$ cat config.mk
export PLATFORM = sky130hd
export DESIGN_NAME = bitmap_block_pool_allocator
export DESIGN_NICKNAME = d
export VERILOG_FILES = /design/src/rtl/bbpa_pkg.sv /design/src/rtl/bbpa_div.sv /design/src/rtl/bitmap_block_pool_allocator.sv
export VERILOG_INCLUDE_DIRS = /design/src /design/src/rtl
export SDC_FILE = /design/constraint.sdc
export NUM_CORES = 1
export LEC_CHECK = 0
export BUFFER_PORTS_ARGS = -buffer_cell sky130_fd_sc_hd__buf_2
export CAP_MARGIN = 20
export CORE_UTILIZATION = 44
export CTS_BUF_LIST = sky130_fd_sc_hd__clkbuf_16
export CTS_CLUSTER_DIAMETER = 50
export DETAILED_ROUTE_END_ITERATION = 6
export PLACE_DENSITY = 0.65
export SKIP_LAST_GASP = 1
export SLEW_MARGIN = 20
export SYNTH_ARGS = -nofsm -noshare
export SYNTH_HDL_FRONTEND = slang
export SYNTH_HIERARCHICAL = 1
export SYNTH_SLANG_ARGS = --single-unit
$ cat constraint.sdc
create_clock -name clk -period 8 [get_ports clk]
set_clock_uncertainty 0.1 [all_clocks]
set_input_delay 0.8 -clock clk [delete_from_list [all_inputs] [get_ports clk]]
set_output_delay 0.8 -clock clk [all_outputs]
set_load 0.01 [all_outputs]
$ cat src/rtl/bitmap_block_pool_allocator_macros.svh
// Assertion helpers shared by the allocator RTL.
`ifndef BITMAP_BLOCK_POOL_ALLOCATOR_MACROS_SVH
`define BITMAP_BLOCK_POOL_ALLOCATOR_MACROS_SVH

// Same-cycle implication, disabled while reset is asserted.
`define BBPA_ASSERT_IMP(label, clk, rst_n, ante, cons) \
	label: assert property (@(posedge clk) disable iff (!(rst_n)) (ante) |-> (cons)) \
		else $error("bbpa assertion failed");

// Next-cycle implication, disabled while reset is asserted.
`define BBPA_ASSERT_NXT(label, clk, rst_n, ante, cons) \
	label: assert property (@(posedge clk) disable iff (!(rst_n)) (ante) |=> (cons)) \
		else $error("bbpa assertion failed");

`endif

$ cat src/rtl/bbpa_pkg.sv
`timescale 1ns / 1ps

package bbpa_pkg;

	localparam int unsigned OFF_W     = 16;
	localparam int unsigned SIZE_W    = 11;
	localparam int unsigned COUNT_W   = 7;
	localparam int unsigned IDX_OUT_W = 6;
	localparam int unsigned CTR_W     = 32;
	localparam int unsigned STEP_W    = $clog2(OFF_W + 1);

	// health thresholds, percent
	localparam int unsigned PCT_SCALE       = 100;
	localparam int unsigned HEALTH_WARN_PCT = 80;
	localparam int unsigned HEALTH_CRIT_PCT = 95;
	localparam int unsigned PCT_W           = 14;

	// opcodes
	localparam logic [1:0] OP_ALLOC = 2'd0;
	localparam logic [1:0] OP_FREE  = 2'd1;
	localparam logic [1:0] OP_STATS = 2'd2;

	// status codes
	localparam logic [1:0] STAT_OK      = 2'd0;
	localparam logic [1:0] STAT_FULL    = 2'd1;
	localparam logic [1:0] STAT_INVALID = 2'd2;
	localparam logic [1:0] STAT_DOUBLE  = 2'd3;

	// health classes
	localparam logic [1:0] HEALTH_GOOD = 2'd0;
	localparam logic [1:0] HEALTH_WARN = 2'd1;
	localparam logic [1:0] HEALTH_CRIT = 2'd2;

	// config register indexes
	localparam logic CFG_BLOCK_COUNT = 1'b0;
	localparam logic CFG_BLOCK_SIZE  = 1'b1;

	typedef struct packed {
		logic              start;
		logic [OFF_W-1:0]  dividend;
		logic [SIZE_W-1:0] divisor;
	} div_req_t;

	typedef struct packed {
		logic              done;
		logic [OFF_W-1:0]  quot;
		logic [SIZE_W-1:0] rem;
	} div_rsp_t;

endpackage

$ cat src/rtl/bbpa_div.sv
`timescale 1ns / 1ps

// Restoring divider, one quotient bit per cycle.
module bbpa_div (
	input  logic               clk,
	input  logic               arst_n,
	input  bbpa_pkg::div_req_t req,
	output bbpa_pkg::div_rsp_t rsp
);

	logic [bbpa_pkg::OFF_W-1:0]  quo_q;
	logic [bbpa_pkg::SIZE_W-1:0] rem_q;
	logic [bbpa_pkg::SIZE_W-1:0] dvs_q;
	logic [bbpa_pkg::STEP_W-1:0] step_q;
	logic                        busy_q;
	logic                        done_q;

	logic [bbpa_pkg::SIZE_W:0]   trial;
	logic                        fits;
	logic [bbpa_pkg::SIZE_W:0]   diff;

	assign trial = {rem_q, quo_q[bbpa_pkg::OFF_W-1]};
	assign fits  = trial >= {1'b0, dvs_q};
	assign diff  = trial - {1'b0, dvs_q};

	always_ff @(posedge clk or negedge arst_n) begin
		if (!arst_n) begin
			busy_q <= 1'b0;
			done_q <= 1'b0;
			step_q <= '0;
		end else begin
			done_q <= 1'b0;
			if (req.start) begin
				busy_q <= 1'b1;
				step_q <= bbpa_pkg::STEP_W'(bbpa_pkg::OFF_W);
			end else if (busy_q) begin
				step_q <= step_q - bbpa_pkg::STEP_W'(1);
				if (step_q == bbpa_pkg::STEP_W'(1)) begin
					busy_q <= 1'b0;
					done_q <= 1'b1;
				end
			end
		end
	end

	always_ff @(posedge clk) begin
		if (req.start) begin
			quo_q <= req.dividend;
			rem_q <= '0;
			dvs_q <= req.divisor;
		end else if (busy_q) begin
			quo_q <= {quo_q[bbpa_pkg::OFF_W-2:0], fits};
			rem_q <= fits ? diff[bbpa_pkg::SIZE_W-1:0] : trial[bbpa_pkg::SIZE_W-1:0];
		end
	end

	assign rsp = {done_q, quo_q, rem_q};

endmodule

$ cat src/rtl/bitmap_block_pool_allocator.sv
`timescale 1ns / 1ps

// Fixed-block pool allocator, free bitmap, next-fit search.
// Request channel (in_valid/in_ready) carries opcode and byte_offset: allocate,
// free, or clear statistics. Each request yields exactly one result word on the
// out channel (out_valid/out_ready): status, slot index/offset, usage counters
// and a health class (warning at 80 percent, critical at 95 percent used).
// Config channel (cfg_valid/cfg_ready, cfg_index, cfg_data) sets the pool size
// in blocks (index 0) and the bytes per block (index 1); always ready, write
// only while idle.
// One request is in flight at a time; in_ready is high only in the idle state.
// Steps from the accepting edge to the edge that raises out_valid:
//   allocate: the scan state probes n slots (1..pool size), one bitmap bit per
//             cycle by the scan sequencer, then the multiply state forms the
//             offset; a failed scan skips it, a pool full up front skips both.
//   free:     the 16-step shared divider for offset / size, then done.
//   stats or unused opcode: straight to the done state.
// A finished word sits in the output register; a new request may be taken
// while it waits. If the receiver stalls, the next result holds in the final
// state until the output register empties.
// Reset: every block free, hint and all counters zero, 64 blocks of 32 bytes.
module bitmap_block_pool_allocator #(
	parameter int MAX_BLOCKS     = 64,
	parameter int MAX_BLOCK_SIZE = 1024
) (
	input  logic        clk,
	input  logic        arst_n,
	// request channel
	input  logic        in_valid,
	output logic        in_ready,
	input  logic [1:0]  opcode,
	input  logic [15:0] byte_offset,
	// result channel
	output logic        out_valid,
	input  logic        out_ready,
	output logic [1:0]  status,
	output logic [5:0]  slot_index,
	output logic [15:0] block_offset,
	output logic [6:0]  used_now,
	output logic [6:0]  used_peak,
	output logic [31:0] alloc_total,
	output logic [31:0] free_total,
	output logic [31:0] fail_total,
	output logic [1:0]  health,
	// config channel
	input  logic        cfg_valid,
	output logic        cfg_ready,
	input  logic        cfg_index,
	input  logic [10:0] cfg_data
);

	`include "bitmap_block_pool_allocator_macros.svh"

	localparam int IDX_W = (MAX_BLOCKS > 1) ? $clog2(MAX_BLOCKS) : 1;
	localparam int CNT_W = $clog2(MAX_BLOCKS + 1);
	localparam int MUL_W = IDX_W + bbpa_pkg::SIZE_W;

	typedef enum logic [2:0] {
		ST_IDLE,
		ST_SCAN,
		ST_DIV,
		ST_MUL,
		ST_DONE
	} state_t;

	state_t state_q;

	// config registers
	logic [bbpa_pkg::COUNT_W-1:0] count_q;
	logic [bbpa_pkg::SIZE_W-1:0]  size_q;

	// pool state
	logic [MAX_BLOCKS-1:0]      free_map_q;
	logic [IDX_W-1:0]           hint_q;
	logic [CNT_W-1:0]           used_q;
	logic [CNT_W-1:0]           peak_q;
	logic [bbpa_pkg::CTR_W-1:0] alloc_q;
	logic [bbpa_pkg::CTR_W-1:0] free_q;
	logic [bbpa_pkg::CTR_W-1:0] fail_q;

	// per-request working registers
	logic [bbpa_pkg::OFF_W-1:0] off_q;
	logic [IDX_W-1:0]           scan_k_q;
	logic [CNT_W-1:0]           scan_n_q;
	logic [1:0]                 res_status_q;
	logic [IDX_W-1:0]           res_idx_q;
	logic [bbpa_pkg::OFF_W-1:0] res_boff_q;

	// output register
	logic                         out_valid_q;
	logic [1:0]                   status_q;
	logic [IDX_W-1:0]             index_q;
	logic [bbpa_pkg::OFF_W-1:0]   boff_q;
	logic [CNT_W-1:0]             used_out_q;
	logic [CNT_W-1:0]             peak_out_q;
	logic [bbpa_pkg::CTR_W-1:0]   alloc_out_q;
	logic [bbpa_pkg::CTR_W-1:0]   free_out_q;
	logic [bbpa_pkg::CTR_W-1:0]   fail_out_q;
	logic [1:0]                   health_q;

	// effective (clamped) config
	logic [CNT_W-1:0]             cnt_eff;
	logic [bbpa_pkg::SIZE_W-1:0]  sz_eff;

	always_comb begin
		if (count_q == '0) begin
			cnt_eff = CNT_W'(1);
		end else if (32'(count_q) > 32'(MAX_BLOCKS)) begin
			cnt_eff = CNT_W'(MAX_BLOCKS);
		end else begin
			cnt_eff = CNT_W'(count_q);
		end
	end

	always_comb begin
		if (size_q == '0) begin
			sz_eff = bbpa_pkg::SIZE_W'(1);
		end else if (32'(size_q) > 32'(MAX_BLOCK_SIZE)) begin
			sz_eff = bbpa_pkg::SIZE_W'(MAX_BLOCK_SIZE);
		end else begin
			sz_eff = size_q;
		end
	end

	// handshakes
	logic in_fire;
	logic out_free;

	assign in_ready  = (state_q == ST_IDLE);
	assign in_fire   = in_valid && in_ready;
	assign out_free  = !out_valid_q || out_ready;
	assign cfg_ready = 1'b1;

	// shared divider: offset / block size
	bbpa_pkg::div_req_t div_req;
	bbpa_pkg::div_rsp_t div_rsp;

	assign div_req = {in_fire && (opcode == bbpa_pkg::OP_FREE), byte_offset, sz_eff};

	bbpa_div u_div (
		.clk    (clk),
		.arst_n (arst_n),
		.req    (div_req),
		.rsp    (div_rsp)
	);

	// scan helpers
	logic [IDX_W-1:0] scan_start;
	logic [IDX_W-1:0] scan_next;
	logic             scan_last;

	assign scan_start = (CNT_W'(hint_q) < cnt_eff) ? hint_q : '0;
	assign scan_next  = ((CNT_W'(scan_k_q) + CNT_W'(1)) == cnt_eff) ? '0
	                  : scan_k_q + IDX_W'(1);
	assign scan_last  = (scan_n_q == (cnt_eff - CNT_W'(1)));

	// free checks on divider result
	logic             div_bad;
	logic [IDX_W-1:0] div_idx;

	assign div_bad = (div_rsp.quot >= bbpa_pkg::OFF_W'(cnt_eff)) || (div_rsp.rem != '0);
	assign div_idx = div_rsp.quot[IDX_W-1:0];

	// block offset of an allocated block
	logic [MUL_W-1:0] mul_p;

	assign mul_p = MUL_W'(res_idx_q) * MUL_W'(sz_eff);

	// health: util >= pct  <=>  used*100 >= pct*count
	logic [bbpa_pkg::PCT_W-1:0] used_x100;
	logic [bbpa_pkg::PCT_W-1:0] warn_lim;
	logic [bbpa_pkg::PCT_W-1:0] crit_lim;
	logic [1:0]                 health_d;

	assign used_x100 = bbpa_pkg::PCT_W'(used_q) * bbpa_pkg::PCT_W'(bbpa_pkg::PCT_SCALE);
	assign warn_lim  = bbpa_pkg::PCT_W'(cnt_eff) * bbpa_pkg::PCT_W'(bbpa_pkg::HEALTH_WARN_PCT);
	assign crit_lim  = bbpa_pkg::PCT_W'(cnt_eff) * bbpa_pkg::PCT_W'(bbpa_pkg::HEALTH_CRIT_PCT);
	assign health_d  = (used_x100 >= crit_lim) ? bbpa_pkg::HEALTH_CRIT
	                 : (used_x100 >= warn_lim) ? bbpa_pkg::HEALTH_WARN
	                 : bbpa_pkg::HEALTH_GOOD;

	// config writes
	always_ff @(posedge clk or negedge arst_n) begin
		if (!arst_n) begin
			count_q <= bbpa_pkg::COUNT_W'(64);
			size_q  <= bbpa_pkg::SIZE_W'(32);
		end else if (cfg_valid && cfg_ready) begin
			case (cfg_index)
				bbpa_pkg::CFG_BLOCK_COUNT: count_q <= cfg_data[bbpa_pkg::COUNT_W-1:0];
				bbpa_pkg::CFG_BLOCK_SIZE:  size_q  <= cfg_data;
				default: ;
			endcase
		end
	end

	// sequencer, pool state and output register
	always_ff @(posedge clk or negedge arst_n) begin
		if (!arst_n) begin
			state_q      <= ST_IDLE;
			free_map_q   <= '1;
			hint_q       <= '0;
			used_q       <= '0;
			peak_q       <= '0;
			alloc_q      <= '0;
			free_q       <= '0;
			fail_q       <= '0;
			off_q        <= '0;
			scan_k_q     <= '0;
			scan_n_q     <= '0;
			res_status_q <= bbpa_pkg::STAT_OK;
			res_idx_q    <= '0;
			res_boff_q   <= '0;
			out_valid_q  <= 1'b0;
			status_q     <= bbpa_pkg::STAT_OK;
			index_q      <= '0;
			boff_q       <= '0;
			used_out_q   <= '0;
			peak_out_q   <= '0;
			alloc_out_q  <= '0;
			free_out_q   <= '0;
			fail_out_q   <= '0;
			health_q     <= bbpa_pkg::HEALTH_GOOD;
		end else begin
			// a new word loads in the done state; otherwise an accepted word drops
			if ((state_q == ST_DONE) && out_free) begin
				out_valid_q <= 1'b1;
			end else if (out_valid_q && out_ready) begin
				out_valid_q <= 1'b0;
			end

			case (state_q)
				ST_IDLE: begin
					if (in_fire) begin
						res_idx_q  <= '0;
						res_boff_q <= '0;
						off_q      <= byte_offset;
						case (opcode)
							bbpa_pkg::OP_ALLOC: begin
								if (used_q >= cnt_eff) begin
									res_status_q <= bbpa_pkg::STAT_FULL;
									fail_q       <= fail_q + bbpa_pkg::CTR_W'(1);
									state_q      <= ST_DONE;
								end else begin
									res_status_q <= bbpa_pkg::STAT_OK;
									scan_k_q     <= scan_start;
									scan_n_q     <= '0;
									state_q      <= ST_SCAN;
								end
							end
							bbpa_pkg::OP_FREE: begin
								res_status_q <= bbpa_pkg::STAT_OK;
								state_q      <= ST_DIV;
							end
							bbpa_pkg::OP_STATS: begin
								res_status_q <= bbpa_pkg::STAT_OK;
								alloc_q      <= '0;
								free_q       <= '0;
								fail_q       <= '0;
								peak_q       <= used_q;
								state_q      <= ST_DONE;
							end
							default: begin
								res_status_q <= bbpa_pkg::STAT_OK;
								state_q      <= ST_DONE;
							end
						endcase
					end
				end

				ST_SCAN: begin
					if (free_map_q[scan_k_q]) begin
						free_map_q[scan_k_q] <= 1'b0;
						used_q    <= used_q + CNT_W'(1);
						alloc_q   <= alloc_q + bbpa_pkg::CTR_W'(1);
						if ((used_q + CNT_W'(1)) > peak_q) begin
							peak_q <= used_q + CNT_W'(1);
						end
						hint_q    <= scan_next;
						res_idx_q <= scan_k_q;
						state_q   <= ST_MUL;
					end else if (scan_last) begin
						res_status_q <= bbpa_pkg::STAT_FULL;
						fail_q       <= fail_q + bbpa_pkg::CTR_W'(1);
						state_q      <= ST_DONE;
					end else begin
						scan_k_q <= scan_next;
						scan_n_q <= scan_n_q + CNT_W'(1);
					end
				end

				ST_DIV: begin
					if (div_rsp.done) begin
						if (div_bad) begin
							res_status_q <= bbpa_pkg::STAT_INVALID;
						end else begin
							res_idx_q  <= div_idx;
							// remainder is zero, so index * size is the offset itself
							res_boff_q <= off_q;
							if (free_map_q[div_idx]) begin
								res_status_q <= bbpa_pkg::STAT_DOUBLE;
							end else begin
								free_map_q[div_idx] <= 1'b1;
								if (used_q != '0) begin
									used_q <= used_q - CNT_W'(1);
								end
								free_q <= free_q + bbpa_pkg::CTR_W'(1);
							end
						end
						state_q <= ST_DONE;
					end
				end

				ST_MUL: begin
					res_boff_q <= bbpa_pkg::OFF_W'(mul_p);
					state_q    <= ST_DONE;
				end

				ST_DONE: begin
					if (out_free) begin
						status_q    <= res_status_q;
						index_q     <= res_idx_q;
						boff_q      <= res_boff_q;
						used_out_q  <= used_q;
						peak_out_q  <= peak_q;
						alloc_out_q <= alloc_q;
						free_out_q  <= free_q;
						fail_out_q  <= fail_q;
						health_q    <= health_d;
						state_q     <= ST_IDLE;
					end
				end

				default: begin
					state_q <= ST_IDLE;
				end
			endcase
		end
	end

	assign out_valid    = out_valid_q;
	assign status       = status_q;
	assign slot_index   = bbpa_pkg::IDX_OUT_W'(index_q);
	assign block_offset = boff_q;
	assign used_now     = bbpa_pkg::COUNT_W'(used_out_q);
	assign used_peak    = bbpa_pkg::COUNT_W'(peak_out_q);
	assign alloc_total  = alloc_out_q;
	assign free_total   = free_out_q;
	assign fail_total   = fail_out_q;
	assign health       = health_q;

	`BBPA_ASSERT_IMP(a_used_bound, clk, arst_n, 1'b1, used_q <= CNT_W'(MAX_BLOCKS))
	`BBPA_ASSERT_IMP(a_peak_ge_used, clk, arst_n, 1'b1, peak_q >= used_q)
	`BBPA_ASSERT_IMP(a_div_done_in_div, clk, arst_n, div_rsp.done, state_q == ST_DIV)
	`BBPA_ASSERT_NXT(a_one_in_flight, clk, arst_n, in_fire, !in_ready)

endmodule

Word level (Yosys, flattened, before mapping)
Cells that the tools add are included.
Cells by class
  add/sub/neg operators: 11
  order comparisons: 13
  multiply operators: 4
  eq/ne operators: 27
  shifts and indexed selects: 0
  muxes and demuxes: 97
  divide/modulo/power cells: 0
  reductions and logical operators: 38
  bitwise logic cells: 4
Operator list (count)
  2-to-1 mux 32 bit: 10
  2-to-1 mux 64 bit: 4
  one-hot mux 32 bit (2 select lines): 4
  one-hot mux 64 bit (2 select lines): 1
  2-to-1 mux 7 bit: 16
  adder 32 x 1 -> 32 bit, second input constant: 3
  2-to-1 mux 16 bit: 5
  2-to-1 mux 6 bit: 11
  bitwise AND 64 bit: 1
  inverter 64 bit: 1
  bitwise OR 64 bit: 1
  one-hot mux 16 bit (3 select lines): 1
  one-hot mux 7 bit (2 select lines): 3
  2-to-1 mux 11 bit: 3
  AND reduction 6 bit: 5
  >= comparator 14 bit: 2
  != test 2 bit, second input constant: 10
  2-to-1 mux 3 bit: 6
  one-hot mux 6 bit (3 select lines): 1
  >= comparator 16 x 7 -> 1 bit: 1
  multiplier 6 x 11 -> 16 bit: 1
  2-to-1 mux 2 bit: 8
  one-hot mux 3 bit (5 select lines): 1
  AND reduction 5 bit: 3
  48 further kinds: 92
Word-level totals
  memories kept: 0
  flip-flop bits (word level): 436
  memory bits (read-only): 0
  bits in latches: 0
  bits in writable memories: 0
  bits of input ports: 35

Logic depth before layout (Yosys ltp)
  depth after elaboration: 9
  mapped depth: 25
  mapped depth without buffers: 24

Hierarchy
The synthesis kept the hierarchy.
Modules (own cells, without submodules)
  bitmap_block_pool_allocator: seq. area each 9867.0 sq um, times used 1, area an instance 24576.1 sq um, cells an instance 2428
  bbpa_div: seq. area each 1206.2 sq um, times used 1, area an instance 2477.4 sq um, cells an instance 214

Worst setup path before layout
No wires, ideal clock.
  path kind: reg-to-reg
  start point: reg count_q[6] (netlist name)
  end point: reg health_q[0] (netlist: health[0])
  buffers on the path: 1
  data required time: 7.813 ns
  path slack: 2.315 ns
  library setup time: 0.087 ns
  arrival time: 5.498 ns
  stages on the path, launching flop included: 24
  cell sequence: dfstp_2 > clkbuf_1 > clkinv_1 > nand2_1 > inv_1 > fa_1 > ha_1 > fa_1 > inv_1 > fa_1 > inv_1 > ha_1 > inv_1 > a21oi_1 > o21ai_0 > a21oi_1 > o21ai_0 > and4b_1 > a211oi_1 > ha_1 > or2_2 > a211oi_1 > nor2_1 > a22oi_1
On the way
  longest elaborated chain between the ends: 7
RTL lines
  from (decl): line bitmap_block_pool_allocator.sv:69  | logic [bbpa_pkg::COUNT_W-1:0] count_q;
  from (signal assigned): line bitmap_block_pool_allocator.sv:185  | count_q <= bbpa_pkg::COUNT_W'(64);
  from (signal assigned): line bitmap_block_pool_allocator.sv:189  | bbpa_pkg::CFG_BLOCK_COUNT: count_q <= cfg_data[bbpa_pkg::COUNT_W-1:0];
  > comparator 7 bit: line bitmap_block_pool_allocator.sv:108  | end else if (32'(count_q) > 32'(MAX_BLOCKS)) begin
  2-to-1 mux 7 bit: line bitmap_block_pool_allocator.sv:108
  2-to-1 mux 7 bit *: line bitmap_block_pool_allocator.sv:106  | if (count_q == '0) begin
  multiplier 7 x 3 -> 10 bit: line bitmap_block_pool_allocator.sv:176  | assign warn_lim = bbpa_pkg::PCT_W'(cnt_eff) * bbpa_pkg::PCT_W'(bbpa_pkg::HEALTH_WARN_PCT);
  >= comparator 14 bit: line bitmap_block_pool_allocator.sv:179  | : (used_x100 >= warn_lim) ? bbpa_pkg::HEALTH_WARN
  2-to-1 mux 1 bit: line bitmap_block_pool_allocator.sv:179
  2-to-1 mux 2 bit *: line bitmap_block_pool_allocator.sv:178  | assign health_d = (used_x100 >= crit_lim) ? bbpa_pkg::HEALTH_CRIT
  to (signal assigned): line bitmap_block_pool_allocator.sv:222  | health_q <= bbpa_pkg::HEALTH_GOOD;
  to (signal assigned): line bitmap_block_pool_allocator.sv:328  | health_q <= health_d;
  to (decl): line bitmap_block_pool_allocator.sv:99  | logic [1:0] health_q;
Every way passes the cells marked *; elsewhere a longest branch is shown, timed or not.
A chain may end at the register's enable or synchronous reset.

Worst setup path in the final report
Ends and elaborated chain as after synthesis.

==> impl_metrics.toml <==
[timing]
fin_setup_tns_ns = 0
post_route_minimum_period_ns = 6.687
slew_violations = 0
hold_viol = 0
total_of_endpoints_with_negative_setup_slack_in_the_final_report = 0
slew_headroom_pct = 27.03
unrepaired_setup_endpoints_after_global_routing = "false"
timing.fmax_mhz = 149.5
tightestPinTransition_ns = 1.091
timing.final.crit_share_pct = 83.59

[synth]
synth_cells = 2642
yosysSeqAreaShare_pct = 40.93
yosys.area.top_type = "dfrtp_1"
ys_ff_latch = 436
synth_fp_nets = 2907
synth_edf_count = 27
synthesis.area_per_instance_sq_um = 10.24
synth.lib_cells_used.distinct = 102
post_synth_main_area_contributors = "dfrtp_1 31%, ha_1 7.9%, mux2_2 7.0%"
synth.yosys.warnings = 6
ys_async_sr_fraction_pct = 91.28
synth_ff_type = "dfrtp_1"
synth_top_area_share_pct = 30.71
post_synth_instance_area_sq_um = 27050

[power_and_ir_drop]
power_density_nw_per_um2 = 363.8
total_leakage_power_uw = 0.01416
ir_worst_vdd_mv = 0.2493

[clock_tree]
cts.sinks = 436
cts_made_buffers = 57
ctsLongestPathBuffers = 3
ctsHtreeMaxLevel = 2
worst_skew_pair.late_latency_ns = 0.64
cts_hold_buf = 0
path_clk_slew_ns = 0.06
clockRootBuffer = "clkbuf_16"
cts_resized = 0
cts_tree = "yes"
post-cts-setup-buffer-count = 0

[floorplan]
die-area_sq_um = 62480
floorplan.die.width_um = 250.0
core_sq_um = 60580
floorplan.initialDensity_pct = 44.66
fp.dieH_um = 250.0
top_level_ports = 174
floorplan.rows = 90

[setup_path]
worst_ep_arrival_time_ns = 7.12
worst_r2r_endpoint = "health[0]$_DFFE_PN0P_"
r2r_setup_slack_ns = 1.31
cpLargestDelayFamily = "adder cells"
path_buf_inv = 5
timing.reg2reg.worst_path_depth = 22
critPathLaunchType = "flip-flop"
cpMaxStageDelayCell = "dfstp_2"
crit_type = "reg -> reg"
critical_path.max_fanout = 21
path_cells = "clkinv_1 -> nand2_1 -> inv_1 -> fa_1 -> ha_1 -> fa_1 -> inv_1 -> fa_1 -> inv_1 -> ha_1 -> inv_1 -> a21oi_1 -> o21ai_0 -> a21oi_1 -> o21ai_0 -> nand2b_1 -> a211oi_1 -> ha_1 -> or2_2 -> a211oi_1 -> nor2_1 -> a22oi_1"
cpMostUsedCell = "inv_1"
endpoint_type_of_the_worst_setup_path = "flip-flop"
peak_per_stage_delay_on_the_critical_path_ns = 0.80
required_ns = 8.44
timing.rr.start = "count_q[6]$_DFFE_PN1P_"

[layout]
stdcell_area_sq_um = 30390
filler_cell_count = 5394
final-instance-count-excl-fill = 3580
diodes = 0
syn_to_final_growth_pct = 12.33
mostFrequentLayoutCell = "dfrtp_1"
final_cell_mix = "331 x dfrtp_1, 259 x nand2_1, 171 x ha_1, 171 x buf_2, 170 x inv_1"
design.final.nets = 3018
final_util_pct = 50.16
post_route_cells_drive_above_1_share_pct = 21.12

[global_routing]
first_global_vias = 21220
grt_overflow = 0
grt_pass1_wl_um = 119700
maximum_number_of_pins_on_one_net_before_global_route_repair = 155
grt.total_usage_pct = 24.02
grt_antenna_before_repair = 0

[routing]
via_count = 21170
drtIter0Drc = 1803
vias_per_cell = 5.913
drc_errors = 0
drtPass1Iterations = 5
post_drt_wl_per_cell_um = 20.98
detail-route-antenna-nets = 0
detail_route.wirelength_um = 75120

[place]
placement.io_buffers = 172
place.gp.congestion = 0.8821
detailed_place_hpwl_um = 52740
placed_area_sq_um = 28580
numPlacedInstances = 3475

[status]
outcome = "completed"

[flow_run]
drv_cap = 0

[worst_hold_path]
hold_path.class = "in -> async"
==> where the power goes <==
part	internal (uW)	switching, uW	total, uW
sequential	2750	603	3350
combinational	2160	3100	5260
clock	1400	1040	2440
==> state kept, by name (all words and copies together), names as in the netlist, 6 cells and up <==
register,flops
hint_q,6
off_q,16
used_q,7
res_boff_q,16
scan_n_q,7
u_div/rem_q,11
free_total,32
size_q,11
u_div/dvs_q,11
free_q,32
used_peak,7
alloc_q,32
res_idx_q,6
u_div/quo_q,16
peak_q,7
alloc_total,32
used_now,7
slot_index,6
count_q,7
fail_q,32
free_map_q,64
fail_total,32
scan_k_q,6
block_offset,16
==> Yosys cell counts (5+ instances only) <==
| master | count |
|---|---|
| nor4_1 | 17 |
| o21ai_0 | 92 |
| nor3_1 | 48 |
| xnor2_1 | 78 |
| xor2_1 | 21 |
| o21ai_1 | 6 |
| dfstp_2 | 66 |
| mux2_2 | 168 |
| o21bai_1 | 8 |
| dfrtp_1 | 332 |
| dfxtp_1 | 11 |
| mux2i_1 | 80 |
| and3_1 | 22 |
| mux4_2 | 21 |
| clkbuf_1 | 104 |
| a21o_1 | 23 |
| nand3_1 | 85 |
| nor3b_1 | 10 |
| nand2_1 | 259 |
| or4_1 | 12 |
| fa_1 | 59 |
| or3_1 | 12 |
| inv_1 | 157 |
| ha_1 | 171 |
| o211ai_1 | 15 |
| nand3b_1 | 11 |
| nor4b_1 | 7 |
| buf_2 | 28 |
| nand4_1 | 35 |
| edfxtp_1 | 27 |
| and3b_1 | 5 |
| and4_1 | 12 |
| a31oi_1 | 60 |
| nor2_1 | 128 |
| nor2b_1 | 21 |
| a22oi_1 | 14 |
| o22ai_1 | 10 |
| and2_1 | 29 |
| a21oi_1 | 119 |
| buf_4 | 7 |
| o31ai_1 | 38 |
| buf_1 | 11 |
| a211oi_1 | 27 |
| nand2b_1 | 58 |
| o21a_1 | 13 |
==> metrics by stage <==
stage	hold slack (ns)	total power, uW	setup WS, ns
after global placement	0.3638	8463	1.458
final	0.1111	11060	1.313
after floorplan	0.3446	7010	2.315
after CTS	0.1709	11090	1.259
after detailed placement	0.3672	8600	1.326
after global routing	0.2207	11850	0.7743
==> logic make-up after synthesis <==
| logic type | after synthesis | share of synthesized area (%) |
|---|---|---|
| adder cells (fa/ha/maj) | 230 | 12.27 |
| flip-flops | 436 | 40.93 |
| AND/OR/NAND/NOR | 800 | 15.20 |
| XOR/XNOR | 99 | 3.205 |
| buffers and inverters | 311 | 4.597 |
| other | 1 | 0.01386 |
| AO/OA/AOI/OAI | 493 | 11.94 |
| multiplexers | 272 | 11.84 |
==> per-layer routing <==
layer / wire [um] / global-route usage (%) / up-vias
met2: 35400 / 39.19 / 710
met1: 33080 / 32.86 / 10670
met3: 4752 / 3.776 / 132
met4: 1890 / 7.274 / 0
met5: 0 / 0 / -
li1: - / - / 9658
==> worst max-delay path by stage <==
stage	from	slack, ns	endpoint	depth (start not counted)
global placement	count_q[6]$_DFFE_PN1P_	1.46	health[0]$_DFFE_PN0P_	22
global route	count_q[6]$_DFFE_PN1P_	0.77	health[0]$_DFFE_PN0P_	22
detailed placement	count_q[6]$_DFFE_PN1P_	1.33	health[0]$_DFFE_PN0P_	22
floorplan	count_q[6]$_DFFE_PN1P_	2.31	health[0]$_DFFE_PN0P_	23
finish	count_q[6]$_DFFE_PN1P_	1.31	health[0]$_DFFE_PN0P_	22
CTS	count_q[6]$_DFFE_PN1P_	1.26	health[0]$_DFFE_PN0P_	22
==> worst reg2reg max path, cell delays in order, from the launching register on <==
cell,delay (ns)
dfstp_2,0.80
clkinv_1,0.48
nand2_1,0.50
inv_1,0.30
fa_1,0.50
ha_1,0.33
fa_1,0.54
inv_1,0.05
fa_1,0.49
inv_1,0.04
ha_1,0.28
inv_1,0.09
a21oi_1,0.05
o21ai_0,0.22
a21oi_1,0.12
o21ai_0,0.23
nand2b_1,0.13
a211oi_1,0.24
ha_1,0.26
or2_2,0.26
a211oi_1,0.31
nor2_1,0.09
a22oi_1,0.17
==> cell type report <==
type	count	area, sq um	share of cell area, %
Clock buffer	59	1476	4.858
Inverter	159	596.8	1.964
Clock inverter	45	316.6	1.042
Multi-Input combinational cell	1895	14800	48.71
Timing Repair Buffer	204	1144	3.763
Sequential cell	436	11070	36.44
Tap cell	782	978.4	3.220
No activity file was read; power rests on OpenSTA's default activity.
